[src/rtl/psg_tone_noise_generator_unit_assert.svh]
// ----------------------------------------------------------------------------
// psg assertion macros
// shared property shapes for the sound generator checks
// ----------------------------------------------------------------------------
`ifndef PSG_TONE_NOISE_GENERATOR_UNIT_ASSERT_SVH
`define PSG_TONE_NOISE_GENERATOR_UNIT_ASSERT_SVH

// same-cycle implication
`define PSG_ASSERT_NOW(label, clk, rst_n, ante, cons) \
	label: assert property (@(posedge clk) disable iff (!rst_n) (ante) |-> (cons)) \
		else $error("psg check failed");

// next-cycle implication
`define PSG_ASSERT_NEXT(label, clk, rst_n, ante, cons) \
	label: assert property (@(posedge clk) disable iff (!rst_n) (ante) |=> (cons)) \
		else $error("psg check failed");

`endif

[src/rtl/psg_pkg.sv]
// ----------------------------------------------------------------------------
// psg_pkg
// types, constants and helper functions of the sound generator
// ----------------------------------------------------------------------------
`timescale 1ns / 1ps

package psg_pkg;

	localparam int SHIFT_WIDTH = 16;
	localparam int CNT_W       = 17;
	localparam int LEVEL_W     = 13;
	localparam int TONE_W      = 10;
	localparam int PERIOD_W    = 14;
	localparam int SAMPLE_W    = 15;
	localparam int CFG_W       = 16;
	localparam int CFG_IDX_W   = 2;

	// configuration register indexes
	localparam logic [CFG_IDX_W-1:0] CFG_FEEDBACK_POSITION = 2'd0;
	localparam logic [CFG_IDX_W-1:0] CFG_TAP_MASK          = 2'd1;
	localparam logic [CFG_IDX_W-1:0] CFG_SAMPLE_PERIOD     = 2'd2;

	// latched register codes (odd codes are attenuations)
	localparam logic [2:0] REG_TONE_A     = 3'd0;
	localparam logic [2:0] REG_TONE_B     = 3'd2;
	localparam logic [2:0] REG_TONE_C     = 3'd4;
	localparam logic [2:0] REG_NOISE_CTRL = 3'd6;

	localparam logic [1:0] NOISE_TRACK_TONE = 2'd3;
	localparam logic [PERIOD_W-1:0] NOISE_BASE_PERIOD = 14'd512;

	localparam logic [31:0] SEED_FULL = 32'h0000_8000;
	localparam logic [SHIFT_WIDTH-1:0] SHIFT_RESET = SEED_FULL[SHIFT_WIDTH-1:0];

	localparam logic [CFG_W-1:0] TAP_RESET    = 16'd9;
	localparam logic [CFG_W-1:0] SAMPLE_RESET = 16'd81;
	localparam logic [3:0]       FB_RESET     = 4'd15;

	localparam logic signed [CNT_W-1:0] CNT_FLOOR   = {1'b1, {(CNT_W-1){1'b0}}};
	localparam logic signed [CNT_W:0]   CNT_FLOOR_X = {2'b11, {(CNT_W-1){1'b0}}};

	typedef struct packed {
		logic [3:0]       fb_pos;
		logic [CFG_W-1:0] tap_mask;
		logic [CFG_W-1:0] sample_period;
	} cfg_t;

	typedef struct packed {
		logic [2:0][TONE_W-1:0]  tone_period;
		logic [PERIOD_W-1:0]     noise_period;
		logic [3:0][LEVEL_W-1:0] level;
		logic                    white;
		logic                    track;
		logic                    reseed;
	} regs_t;

	function automatic logic [LEVEL_W-1:0] level_lut(input logic [3:0] att);
		logic [LEVEL_W-1:0] v;
		case (att)
			4'd0:    v = 13'd8191;
			4'd1:    v = 13'd6506;
			4'd2:    v = 13'd5167;
			4'd3:    v = 13'd4104;
			4'd4:    v = 13'd3259;
			4'd5:    v = 13'd2588;
			4'd6:    v = 13'd2055;
			4'd7:    v = 13'd1632;
			4'd8:    v = 13'd1296;
			4'd9:    v = 13'd1029;
			4'd10:   v = 13'd817;
			4'd11:   v = 13'd648;
			4'd12:   v = 13'd514;
			4'd13:   v = 13'd408;
			4'd14:   v = 13'd324;
			default: v = 13'd0;
		endcase
		return v;
	endfunction

	// subtract elapsed cycles, saturating at the signed minimum
	function automatic logic signed [CNT_W-1:0] count_down(
		input logic signed [CNT_W-1:0] c,
		input logic [7:0]              cyc
	);
		logic signed [CNT_W:0] d;
		d = $signed({c[CNT_W-1], c}) - $signed({{(CNT_W-7){1'b0}}, cyc});
		if (d < CNT_FLOOR_X)
			return CNT_FLOOR;
		return d[CNT_W-1:0];
	endfunction

	function automatic logic not_positive(input logic signed [CNT_W-1:0] c);
		return c[CNT_W-1] || (c == '0);
	endfunction

endpackage

[src/rtl/psg_if.sv]
// ----------------------------------------------------------------------------
// psg stream interfaces
// valid/ready channels for input items and mixed samples
// ----------------------------------------------------------------------------
`timescale 1ns / 1ps

interface psg_in_if;
	logic       valid;
	logic       ready;
	logic       op;
	logic [7:0] write_byte;
	logic [7:0] step_cycles;

	modport source (output valid, output op, output write_byte, output step_cycles,
		input ready);
	modport sink (input valid, input op, input write_byte, input step_cycles,
		output ready);
endinterface

interface psg_out_if;
	logic        valid;
	logic        ready;
	logic [14:0] mixed_sample;

	modport source (output valid, output mixed_sample, input ready);
	modport sink (input valid, input mixed_sample, output ready);
endinterface

[src/rtl/psg_write_dec.sv]
// ----------------------------------------------------------------------------
// psg_write_dec
// write byte decoder holding periods, levels and noise control
// ----------------------------------------------------------------------------
`timescale 1ns / 1ps

module psg_write_dec import psg_pkg::*; (
	input  logic       clk,
	input  logic       arst_n,
	input  logic       wr_en,
	input  logic [7:0] wr_byte,
	output regs_t      regs
);

	logic [2:0]              latched_q;
	logic [2:0]              sel;
	logic                    latch;
	logic [2:0][TONE_W-1:0]  tone_q;
	logic [PERIOD_W-1:0]     noise_period_q;
	logic [3:0][LEVEL_W-1:0] level_q;
	logic                    white_q;
	logic                    track_q;

	assign latch = wr_byte[7];
	assign sel   = latch ? wr_byte[6:4] : latched_q;

	always_ff @(posedge clk or negedge arst_n) begin
		if (!arst_n) begin
			latched_q      <= '0;
			tone_q         <= '0;
			noise_period_q <= '0;
			level_q        <= '0;
			white_q        <= 1'b0;
			track_q        <= 1'b0;
		end else if (wr_en) begin
			latched_q <= sel;
			if (sel[0]) begin
				level_q[sel[2:1]] <= level_lut(wr_byte[3:0]);
			end else begin
				case (sel) inside
					REG_TONE_A, REG_TONE_B, REG_TONE_C: begin
						if (latch)
							tone_q[sel[2:1]][3:0] <= wr_byte[3:0];
						else
							tone_q[sel[2:1]][TONE_W-1:4] <= wr_byte[5:0];
					end
					REG_NOISE_CTRL: begin
						if (wr_byte[1:0] != NOISE_TRACK_TONE) begin
							noise_period_q <= NOISE_BASE_PERIOD << wr_byte[1:0];
							track_q        <= 1'b0;
						end else begin
							track_q <= 1'b1;
						end
						white_q <= wr_byte[2];
					end
					default: ;
				endcase
			end
		end
	end

	always_comb begin
		regs.tone_period  = tone_q;
		regs.noise_period = noise_period_q;
		regs.level        = level_q;
		regs.white        = white_q;
		regs.track        = track_q;
		regs.reseed       = wr_en && (sel == REG_NOISE_CTRL);
	end

endmodule

[src/rtl/psg_chan_step.sv]
// ----------------------------------------------------------------------------
// psg_chan_step
// tone and noise counters, lfsr, rate counter and mixer for one time step
// ----------------------------------------------------------------------------
`timescale 1ns / 1ps

module psg_chan_step import psg_pkg::*; (
	input  logic                clk,
	input  logic                arst_n,
	input  logic                step_en,
	input  logic [7:0]          cycles,
	input  regs_t               regs,
	input  cfg_t                cfg,
	output logic                emit,
	output logic [SAMPLE_W-1:0] sample
);

	logic signed [3:0][CNT_W-1:0] cnt_q, cnt_d;
	logic [3:0]                   bits_q, bits_d;
	logic [SHIFT_WIDTH-1:0]       shift_q, shift_d;
	logic signed [CNT_W-1:0]      rate_q, rate_d;
	logic [SHIFT_WIDTH-1:0]       seed;
	logic [SHIFT_WIDTH-1:0]       taps;
	logic [31:0]                  seed_full;
	logic [31:0]                  taps_full;
	logic                         fb;
	logic signed [CNT_W-1:0]      dec;
	logic [PERIOD_W:0]            noise_reload;
	logic [SAMPLE_W-1:0]          mix;

	assign seed_full = 32'd1 << cfg.fb_pos;
	assign seed      = seed_full[SHIFT_WIDTH-1:0];
	assign taps_full = {16'd0, cfg.tap_mask};
	assign taps      = taps_full[SHIFT_WIDTH-1:0];

	assign noise_reload = regs.track ? {regs.tone_period[2], 5'd0}
		: {1'b0, regs.noise_period};

	always_comb begin
		cnt_d   = cnt_q;
		bits_d  = bits_q;
		shift_d = shift_q;
		dec     = '0;
		fb      = 1'b0;
		for (int i = 0; i < 3; i++) begin
			// period settings of 0 or 1 park the tone high
			if (regs.tone_period[i] <= TONE_W'(1)) begin
				bits_d[i] = 1'b1;
			end else begin
				dec = count_down(cnt_q[i], cycles);
				if (not_positive(dec)) begin
					bits_d[i] = ~bits_q[i];
					cnt_d[i]  = dec + $signed({3'd0, regs.tone_period[i], 4'd0});
				end else begin
					cnt_d[i] = dec;
				end
			end
		end
		dec = count_down(cnt_q[3], cycles);
		cnt_d[3] = dec;
		if (not_positive(dec)) begin
			fb        = regs.white ? ^(shift_q & taps) : shift_q[0];
			shift_d   = (shift_q >> 1) | (fb ? seed : '0);
			bits_d[3] = shift_d[0];
			cnt_d[3]  = dec + $signed({2'b00, noise_reload});
		end
	end

	always_comb begin
		rate_d = count_down(rate_q, cycles);
		emit   = not_positive(rate_d);
		if (emit)
			rate_d = rate_d + $signed({1'b0, cfg.sample_period});
	end

	always_comb begin
		mix = '0;
		for (int i = 0; i < 4; i++)
			mix = mix + (bits_d[i] ? SAMPLE_W'(regs.level[i]) : '0);
	end

	assign sample = mix;

	always_ff @(posedge clk or negedge arst_n) begin
		if (!arst_n) begin
			cnt_q   <= '0;
			bits_q  <= '0;
			shift_q <= SHIFT_RESET;
			rate_q  <= '0;
		end else if (step_en) begin
			cnt_q   <= cnt_d;
			bits_q  <= bits_d;
			shift_q <= shift_d;
			rate_q  <= rate_d;
		end else if (regs.reseed) begin
			shift_q <= seed;
		end
	end

endmodule

[src/rtl/psg_tone_noise_generator_unit.sv]
// flow: an item is registered, then worked into the result register once the result slot is free;
// a mixed sample is given only for time steps on which the rate counter expires
// throughput: one item per cycle while the result side keeps up; set by the
// combinational update of the counters and the four-input mixer
// reset: all channel state cleared, lfsr seeded with its top bit, registers at defaults
`timescale 1ns / 1ps
`include "psg_tone_noise_generator_unit_assert.svh"
// ----------------------------------------------------------------------------
// psg_tone_noise_generator_unit
// three square tones and an lfsr noise channel, mixed and down-sampled
// ----------------------------------------------------------------------------

module psg_tone_noise_generator_unit import psg_pkg::*; (
	input  logic                 clk,
	input  logic                 arst_n,
	input  logic                 cfg_wr_en,
	input  logic [CFG_IDX_W-1:0] cfg_index,
	input  logic [CFG_W-1:0]     cfg_wdata,
	psg_in_if.sink               item,
	psg_out_if.source            result
);

	cfg_t                cfg_q;
	logic                valid_s1;
	logic                op_s1;
	logic [7:0]          byte_s1;
	logic [7:0]          cycles_s1;
	logic                out_free;
	logic                proc;
	logic                res_valid_q;
	logic [SAMPLE_W-1:0] res_sample_q;
	regs_t               regs;
	logic                emit;
	logic [SAMPLE_W-1:0] sample;

	always_ff @(posedge clk or negedge arst_n) begin
		if (!arst_n) begin
			cfg_q.fb_pos        <= FB_RESET;
			cfg_q.tap_mask      <= TAP_RESET;
			cfg_q.sample_period <= SAMPLE_RESET;
		end else if (cfg_wr_en) begin
			case (cfg_index)
				CFG_FEEDBACK_POSITION: cfg_q.fb_pos        <= cfg_wdata[3:0];
				CFG_TAP_MASK:          cfg_q.tap_mask      <= cfg_wdata;
				CFG_SAMPLE_PERIOD:     cfg_q.sample_period <= cfg_wdata;
				default: ;
			endcase
		end
	end

	// result slot is free or drains this cycle
	assign out_free   = !res_valid_q || result.ready;
	assign proc       = valid_s1 && out_free;
	assign item.ready = !valid_s1 || out_free;

	always_ff @(posedge clk or negedge arst_n) begin
		if (!arst_n) begin
			valid_s1 <= 1'b0;
		end else if (item.valid && item.ready) begin
			valid_s1 <= 1'b1;
		end else if (proc) begin
			valid_s1 <= 1'b0;
		end
	end

	always_ff @(posedge clk) begin
		if (item.valid && item.ready) begin
			op_s1     <= item.op;
			byte_s1   <= item.write_byte;
			cycles_s1 <= item.step_cycles;
		end
	end

	psg_write_dec u_dec (
		.clk     (clk),
		.arst_n  (arst_n),
		.wr_en   (proc && !op_s1),
		.wr_byte (byte_s1),
		.regs    (regs)
	);

	psg_chan_step u_step (
		.clk     (clk),
		.arst_n  (arst_n),
		.step_en (proc && op_s1),
		.cycles  (cycles_s1),
		.regs    (regs),
		.cfg     (cfg_q),
		.emit    (emit),
		.sample  (sample)
	);

	always_ff @(posedge clk or negedge arst_n) begin
		if (!arst_n) begin
			res_valid_q <= 1'b0;
		end else if (proc && op_s1 && emit) begin
			res_valid_q <= 1'b1;
		end else if (result.ready) begin
			res_valid_q <= 1'b0;
		end
	end

	always_ff @(posedge clk) begin
		if (proc && op_s1 && emit)
			res_sample_q <= sample;
	end

	assign result.valid        = res_valid_q;
	assign result.mixed_sample = res_sample_q;

	`PSG_ASSERT_NOW(a_no_take_when_blocked, clk, arst_n, valid_s1 && !out_free, !item.ready)
	`PSG_ASSERT_NEXT(a_emit_gives_result, clk, arst_n, proc && op_s1 && emit, result.valid)
	`PSG_ASSERT_NEXT(a_write_no_result, clk, arst_n, proc && !op_s1, !result.valid)
	`PSG_ASSERT_NOW(a_sample_range, clk, arst_n, result.valid, result.mixed_sample <= 15'd32764)

endmodule
[src/flat_wrapper.sv]
// flat-port wrapper written by rule: the top's interface ports become plain ports
module psg_tone_noise_generator_unit_flat import psg_pkg::*;
  (clk, arst_n, cfg_wr_en, cfg_index, cfg_wdata, item_valid, item_op, item_write_byte, item_step_cycles, item_ready, result_valid, result_mixed_sample, result_ready);
  psg_in_if item_i ();
  psg_out_if result_i ();
  input  logic clk;
  input  logic arst_n;
  input  logic cfg_wr_en;
  input  logic [CFG_IDX_W-1:0] cfg_index;
  input  logic [CFG_W-1:0] cfg_wdata;
  input wire logic [$bits(item_i.valid)-1:0] item_valid;
  input wire logic [$bits(item_i.op)-1:0] item_op;
  input wire logic [$bits(item_i.write_byte)-1:0] item_write_byte;
  input wire logic [$bits(item_i.step_cycles)-1:0] item_step_cycles;
  output wire logic [$bits(item_i.ready)-1:0] item_ready;
  output wire logic [$bits(result_i.valid)-1:0] result_valid;
  output wire logic [$bits(result_i.mixed_sample)-1:0] result_mixed_sample;
  input wire logic [$bits(result_i.ready)-1:0] result_ready;
  assign item_i.valid = item_valid;
  assign item_i.op = item_op;
  assign item_i.write_byte = item_write_byte;
  assign item_i.step_cycles = item_step_cycles;
  assign item_ready = item_i.ready;
  assign result_valid = result_i.valid;
  assign result_mixed_sample = result_i.mixed_sample;
  assign result_i.ready = result_ready;
  psg_tone_noise_generator_unit u_core (.clk(clk), .arst_n(arst_n), .cfg_wr_en(cfg_wr_en), .cfg_index(cfg_index), .cfg_wdata(cfg_wdata), .item(item_i), .result(result_i));
endmodule
[config.mk]
export PLATFORM = sky130hd
export DESIGN_NAME = psg_tone_noise_generator_unit_flat
export DESIGN_NICKNAME = d
export VERILOG_FILES = /design/src/rtl/psg_pkg.sv /design/src/rtl/psg_if.sv /design/src/rtl/psg_write_dec.sv /design/src/rtl/psg_chan_step.sv /design/src/rtl/psg_tone_noise_generator_unit.sv /design/src/flat_wrapper.sv
export VERILOG_INCLUDE_DIRS = /design/src /design/src/rtl
export SDC_FILE = /design/constraint.sdc
export NUM_CORES = 1
export LEC_CHECK = 0
export BUFFER_PORTS_ARGS = -buffer_cell sky130_fd_sc_hd__buf_4
export CAP_MARGIN = 20
export CORE_UTILIZATION = 38
export DETAILED_ROUTE_END_ITERATION = 6
export PLACE_DENSITY_LB_ADDON = 0.25
export SLEW_MARGIN = 20
export SYNTH_ARGS = -nofsm -noshare
export SYNTH_HDL_FRONTEND = slang
export SYNTH_HIERARCHICAL = 1
export SYNTH_SLANG_ARGS = --single-unit
[constraint.sdc]
create_clock -name clk -period 9.32 [get_ports clk]
set_input_delay 0.466 -clock clk [delete_from_list [all_inputs] [get_ports clk]]
set_output_delay 0.466 -clock clk [all_outputs]
set_load 0.005 [all_outputs]
After elaboration in Yosys (flattened, before gate mapping):

Memories as Yosys holds them, arrays and structs flattened. A register that Yosys moved wholly into a read port is not among the register bits.
Cells that the tools add are included.

* $add $sub $neg: 13
* $mul: 0
* div/mod/pow operators: 0
* $lt $le $gt $ge: 10
* equal/unequal tests: 7
* shift-type cells: 2
* mux-type cells: 62
* bitwise operators: 10
* reduce and logical (&&, ||, !) cells: 40

Operators by type and width (number)
* 17-bit 2-to-1 mux: 18
* 13-bit 2-to-1 mux: 7
* 18-bit by 17-bit less-than comparator with 1-bit output (second input constant): 5
* 17-bit by 9-bit subtractor with 18-bit output: 5
* 17-bit zero test: 5
* 16-bit 2-to-1 mux: 4
* 30-bit bitwise mux: 2
* 52-bit bitwise mux: 1
* 17-bit by 15-bit adder with 17-bit output: 3
* 10-bit demux with 2-bit select: 2
* 10-bit by 1-bit less-or-equal comparator with 1-bit output (second input constant): 3
* 30-bit 2-to-1 mux: 1
* 13-bit demux with 2-bit select: 1
* 1-bit 2-to-1 mux: 21
* 17-bit by 16-bit adder with 17-bit output: 1
* 17-bit adder: 1
* 16-bit AND: 1
* 15-bit by 16-bit OR with 16-bit output: 1
* 2-bit AND reduction: 8
* 16-bit XOR reduction: 1
* 1-bit by 4-bit << shifter with 16-bit output (first input constant): 1
* 14-bit by 13-bit adder with 15-bit output: 1
* 15-bit by 13-bit adder with 15-bit output: 1
* 15-bit 2-to-1 mux: 1
* other kinds (24): 49

* register bits: 276
* bits in latches: 0
* memory bits (writable): 0
* memory bits (read-only): 208
* bits of input ports: 40
* output and inout bits: 17
* word-level logic and storage cells: 172
* memories: 1

Memories
* (name not given): depth 16, bits a word 13, rd ports 1, clocked after Yosys merged registers in 1, wr ports 0, RTL line psg_pkg.sv:59 `case (att)`

Longest topological paths before layout:

* word-level depth: 14
* gate-level depth with buffers: 28
* mapped depth without buffers: 27

By module:

The synthesis kept the hierarchy.

By module, submodules not included
* psg_chan_step: instances 1, cells each 1681, area an instance 13304.0 µm², seq. area each 2628.8 µm²
* psg_write_dec: instances 1, cells each 347, area an instance 4021.4 µm², seq. area each 2277.2 µm²
* psg_tone_noise_generator_unit: instances 1, cells each 121, area an instance 2547.4 µm², seq. area each 1923.1 µm²

Worst setup path after synthesis:

OpenSTA, ideal clock, no wires.

* kind: register to register
* from: register u_core.cycles_s1[1]
* to: register u_core.res_sample_q[13], in the netlist u_core/result.mixed_sample[13] (data pin)
* library setup time: 0.258 ns
* data arrival time: 6.410 ns
* required time: 9.062 ns
* path slack: 2.652 ns
* cell stages (with the launch flop): 27
* buffers on the path: 1
* period minus slack after synthesis: 6.668 ns
* cell sequence: edfxtp_1 -> inv_1 -> ha_1 -> nor2b_1 -> o2111ai_1 -> nand3b_4 -> a31oi_4 -> a21boi_0 -> o41a_1 -> o31a_1 -> nor3_2 -> buf_2 -> nor2b_1 -> fa_1 -> inv_1 -> fa_1 -> inv_1 -> fa_1 -> a21o_1 -> a21oi_1 -> nor2b_1 -> o21a_1 -> o311a_1 -> o21a_1 -> o21a_1 -> o41a_1 -> xor2_1

* word-level cells in the longest chain between the ends: 14
* elaborated cells on any way between the ends: 44
* classes of those cells: 7 x add/sub; 4 x order compare; 25 x mux; 8 x reduce/logical

Ends and longest elaborated chain
* from (decl): RTL line psg_tone_noise_generator_unit.sv:27 `logic [7:0] cycles_s1;`
* from (signal assigned): RTL line psg_tone_noise_generator_unit.sv:70 `cycles_s1 <= item.step_cycles;`
* 17-bit by 9-bit subtractor with 18-bit output: RTL line psg_pkg.sv:86 `d = $signed({c[CNT_W-1], c}) - $signed({{(CNT_W-7){1'b0}}, cyc});`
* 18-bit by 17-bit less-than comparator with 1-bit output: RTL line psg_pkg.sv:87 `if (d < CNT_FLOOR_X)`
* 1-bit 2-to-1 mux: RTL line psg_pkg.sv:87
* 1-bit 2-to-1 mux: RTL line psg_chan_step.sv:47 `if (regs.tone_period[i] <= TONE_W'(1)) begin`
* 17-bit 2-to-1 mux: RTL line psg_pkg.sv:89 `return d[CNT_W-1:0];`
* 17-bit 2-to-1 mux: RTL line psg_chan_step.sv:47
* 17-bit zero test: RTL line psg_pkg.sv:93 `return c[CNT_W-1] || (c == '0);`
* 1-bit logical OR: RTL line psg_pkg.sv:93
* 1-bit 2-to-1 mux: RTL line psg_chan_step.sv:51 `if (not_positive(dec)) begin`
* 1-bit 2-to-1 mux: RTL line psg_chan_step.sv:47
* 13-bit 2-to-1 mux: RTL line psg_chan_step.sv:79 `mix = mix + (bits_d[i] ? SAMPLE_W'(regs.level[i]) : '0);`
* 13-bit by 13-bit adder with 14-bit output: RTL line psg_chan_step.sv:79
* 14-bit by 13-bit adder with 15-bit output: RTL line psg_chan_step.sv:79
* 15-bit by 13-bit adder with 15-bit output (*): RTL line psg_chan_step.sv:79
* via u_core.sample[13]: RTL line psg_tone_noise_generator_unit.sv:34 `logic [SAMPLE_W-1:0] sample;`
* to (signal assigned): RTL line psg_tone_noise_generator_unit.sv:105 `res_sample_q <= sample;`
* to (decl): RTL line psg_tone_noise_generator_unit.sv:31 `logic [SAMPLE_W-1:0] res_sample_q;`

The timed path passes the listed nets; every way through them passes the cells marked *. The select of a mux whose other input is x is not followed.
A chain may end at the register's enable or synchronous reset.

Worst setup path in the final report:

* from: register u_core.cycles_s1[1]
* to: register u_core.res_sample_q[14], in the netlist u_core/result.mixed_sample[14] (data pin)

The elaborated chain is that of the path after synthesis.

==> results.md <==
* Status: finished, final reports clean
* Critical path class: reg2reg
* Initial DRT Pass Iterations at 5
* Cell with the most instances after synthesis: dfrtp_1
* Setup violators final at 0
* Die height at 231 um
* Initial antenna violation count at 3
* WP depth at 27
* Clock tree buffer depth at 3
* R2R depth at 27
* Clock-pin slew on the worst setup and hold paths at 50 ps
* Initial Util at 38.6%
* Worst Path Buf+Inv at 5
* Min Tclk post-route at 7300 ps
* Pin count of the biggest net entering global routing at 95
* GRT Overall Usage at 19.5%
* Placed Cells at 2815
* WP data required at 9600 ps
* IO buf count at 56
* Worst Skew at 31.9 ps
* CTS root buf: clkbuf_16
* Max-Cap Viols at 0
* Post-synth top cells: dfrtp_1 (224), nand2_1 (209), nor2_1 (199), o21ai_0 (133), ha_1 (119)
* Drt wl/cell at 17.6 um
* Via density at 5.47
* Synthesis-to-layout area growth at 11.0%
* Die ar. at between 50000 and 60000 um2
* Yosys warns at 6
* Total number of vias at about 16000
* Post-Route WL at 50.9 mm
* Crit-path max FO at 24
* Layout filler cell count at 5086
* DRC at 0
* Sequential-to-total area share from yosys stat at 34.4%
* CP startpoint kind: register
* Iteration-0 DRC Markers at a little over 900
* Unrepaired setup endpoints after global routing: false
* Slew Viols, Final at 0
* Share of layout cells above drive strength 1 at 14.8%
* Mapped Cells at 2149
* FFs w/ async S/R, synth at 88.0%
* Detailed placement HPWL at about 38 mm
* Sw Ratio at roughly 45%
* M1 WL at between 20 and 25 mm
* Internal Power at 5.02 mW
* Crit. Startpoint: u_core/cycles_s1[1]$_DFFE_PP_
* Final worst slack at between 2000 and 2500 ps
* Die width at between 200 and 250 um
* Fmax at 137 MHz
* Leak at 9.59 nW
* Top FF cell, synth: dfrtp_1
* Fin Hold WS at between 80 and 90 ps
* Max_slew headroom at around a third
* Sequential power share at 22.9%
* Fin nets at 2370
* Post-Layout Cell Count at 2883
* Top cell type by total area after synthesis: dfrtp_1
* Clk_lat worst skew at 560 ps
* Synth Area per Inst at approximately 9.2 um2
* Sw power at 4.07 mW
* Crit path largest cell delay at between 500 and 600 ps
* Top post-synthesis cells by area: dfrtp_1 (28%), ha_1 (7.5%), edfxtp_1 (4.8%)
* Overall Power at 9.09 mW
* Logic pwr share at 61.5%
* RR Startpoint: u_core/cycles_s1[1]$_DFFE_PP_
* Setup WS pre-CTS at 2030 ps
* Pwr per Cell Area at 412 nW/um2
* Diode count at 0
* Synth unique cells at roughly 110
* Post-CTS Resized at 0
* Yosys top cell area share at 28.2%
* Number of synthesized flops with an enable pin at 32
* GRT overflow at 0
* Post-DP Area at 20800 um2
* Global-route wire length before repair at 83.8 mm
* Power share of the clock group at 15.6%
* Worst-margin pin slew at 995 ps
* Io pins at 57
* Vias in the first global route at ~16000
* Hold Path Class: in2reg
* Top Family by Delay on Critical Path: compound AO/OA/AOI/OAI gates
* Final ANT Viol Nets at 0
* Final hold vios at 0
* Setup TNS at 0 ps
* Mapped Area at 19900 um2
* CP endpoint kind: register
* GP Congestion at 0.870
* Peak supply drop at approximately 150 uV
* # rows at 83
* Clock buffer count from CTS at 36
* Uppermost layer routed: met5
* Htree depth at 2
* Core area at 51500 um2
* CTS tree: built
* Final design utilization at 42.8%
* WL met2 at 24.2 mm
* HP Start: item_write_byte[3]
* Yosys reg bits at approximately 270
* Met3 WL at 2.27 mm
* Ratio of final minimum period to clock period at between 70% and 80%
* CP arrival at 7580 ps
* Hold Crit Depth at 1
* Final instance area at 22100 um2
* Clock sink count at 266
* Critical-path top delay cell: or4bb_1
[flip-flops by register name, summed over array words and instances (netlist names)]
signal                       count
u_core/byte_s1                   8
u_core/cfg_q                    36
u_core/cycles_s1                 8
u_core/op_s1                     1
u_core/result.mixed_sample      15
u_core/result.valid              1
u_core/u_dec/latched_q           3
u_core/u_dec/noise_period_q      4
u_core/u_dec/regs               82
u_core/u_dec/track_q             1
u_core/u_dec/white_q             1
u_core/u_step/bits_q             4
u_core/u_step/cnt_q             68
u_core/u_step/rate_q            17
u_core/u_step/shift_q           16
u_core/valid_s1                  1
[layer usage]
layer | global-route usage, % | vias to the layer above
met4 | 6.31 | 2
li1 | - | 7712
met3 | 2.66 | 80
met1 | 25.7 | 7611
met2 | 32.7 | 363
met5 | 0 | -
[power by group through the flow]
stage               clock network [mW]  registers, mW  logic, mW
floorplan                            0           1.93       4.45
global placement                     0           2.09       5.42
detailed placement                   0           2.10       5.52
CTS                               1.47           2.08       5.57
global route                      1.51           2.14       6.29
finish                            1.42           2.08       5.59
[path summary, 6_finish.rpt]
path	end	slack, ps
max	u_core/result.mixed_sample[14]$_DFFE_PP_	2020
min	u_core/byte_s1[3]$_DFFE_PP_	90
max reg2reg	u_core/result.mixed_sample[14]$_DFFE_PP_	2020
min reg2reg	u_core/u_dec/regs[47]$_DFFE_PN0P_	470
max in group asynchronous	u_core/cfg_q[18]$_DFFE_PN0P_	7300
min in group asynchronous	u_core/u_step/cnt_q[10]$_DFFE_PN0P_	560
[kinds of logic (layout without fill, tap and decap cells)]
group | after synthesis | count (layout) | synth area share, %
AND/OR/NAND/NOR | 751 | 751 | 19.1
AO/OA/AOI/OAI | 522 | 522 | 17.8
flip-flops | 266 | 266 | 34.4
buffers and inverters | 209 | 254 | 4.87
adder cells (fa/ha/maj) | 155 | 155 | 11.1
multiplexers | 124 | 124 | 7.33
XOR/XNOR | 121 | 121 | 5.37
other | 1 | 10 | 0.0189
[area by class of cell]
| cell class | count | area, um2 | area share (%) |
|---|---|---|---|
| Clock buffer | 55 | 1100 | 4.97 |
| Clock inverter | 11 | 138 | 0.624 |
| Inverter | 110 | 413 | 1.87 |
| Multi-Input combinational cell | 1683 | 12100 | 55.0 |
| Sequential cell | 266 | 6830 | 30.9 |
| Tap cell | 680 | 851 | 3.86 |
| Timing Repair Buffer | 78 | 603 | 2.73 |
[cell usage in the layout, fill, tap and decap left out, types with 16 or more instances in the layout]
| cell type | netlist | layout |
|---|---|---|
| a211oi_1 | 17 | 17 |
| xor2_1 | 42 | 42 |
| o21ai_0 | 133 | 133 |
| a21o_1 | 27 | 27 |
| nor4_1 | 18 | 18 |
| or2_2 | 26 | 26 |
| buf_4 | 18 | 75 |
| nor2_1 | 199 | 198 |
| clkbuf_16 | 0 | 39 |
| nand3_1 | 33 | 33 |
| nand2_1 | 209 | 209 |
| a21oi_1 | 112 | 112 |
| xnor2_1 | 78 | 78 |
| nand2b_1 | 27 | 26 |
| fa_1 | 36 | 36 |
| ha_1 | 119 | 119 |
| mux2_2 | 74 | 74 |
| edfxtp_1 | 32 | 32 |
| nor2b_1 | 49 | 49 |
| nor3_1 | 59 | 59 |
| mux2_4 | 22 | 22 |
| o21a_1 | 36 | 36 |
| dfrtp_1 | 224 | 224 |
| inv_1 | 109 | 109 |
| and2_1 | 24 | 24 |
| mux2i_1 | 27 | 27 |
| o21ai_1 | 16 | 16 |
| o31ai_1 | 22 | 22 |
[worst register-to-register path, cell delays in order, from the launching register on]
cell and delay (ps):
edfxtp_1 450, inv_1 360, fa_1 370, a211oi_1 130, o21ai_0 390, or4bb_1 540
a222oi_1 220, o2111a_2 280, a21boi_4 60, buf_4 250, xnor2_2 180, nor2_2 80
buf_4 240, nor2b_2 80, fa_1 470, inv_1 60, fa_1 530, inv_1 70
ha_1 310, a21o_1 180, a21oi_1 250, nor2b_1 80, o21a_1 190, o311a_1 310
o21a_1 190, o21a_1 180, o41ai_1 430, o21ai_0 180
[timing repair]
item / in CTS / in global routing
endpoints found under the hold margin: 33 / 0
buffers inserted: 0 / 0
endpoints found under the setup margin: 0 / 0
hold buffers: 1 / 0
No activity file was read; power rests on OpenSTA's default activity.
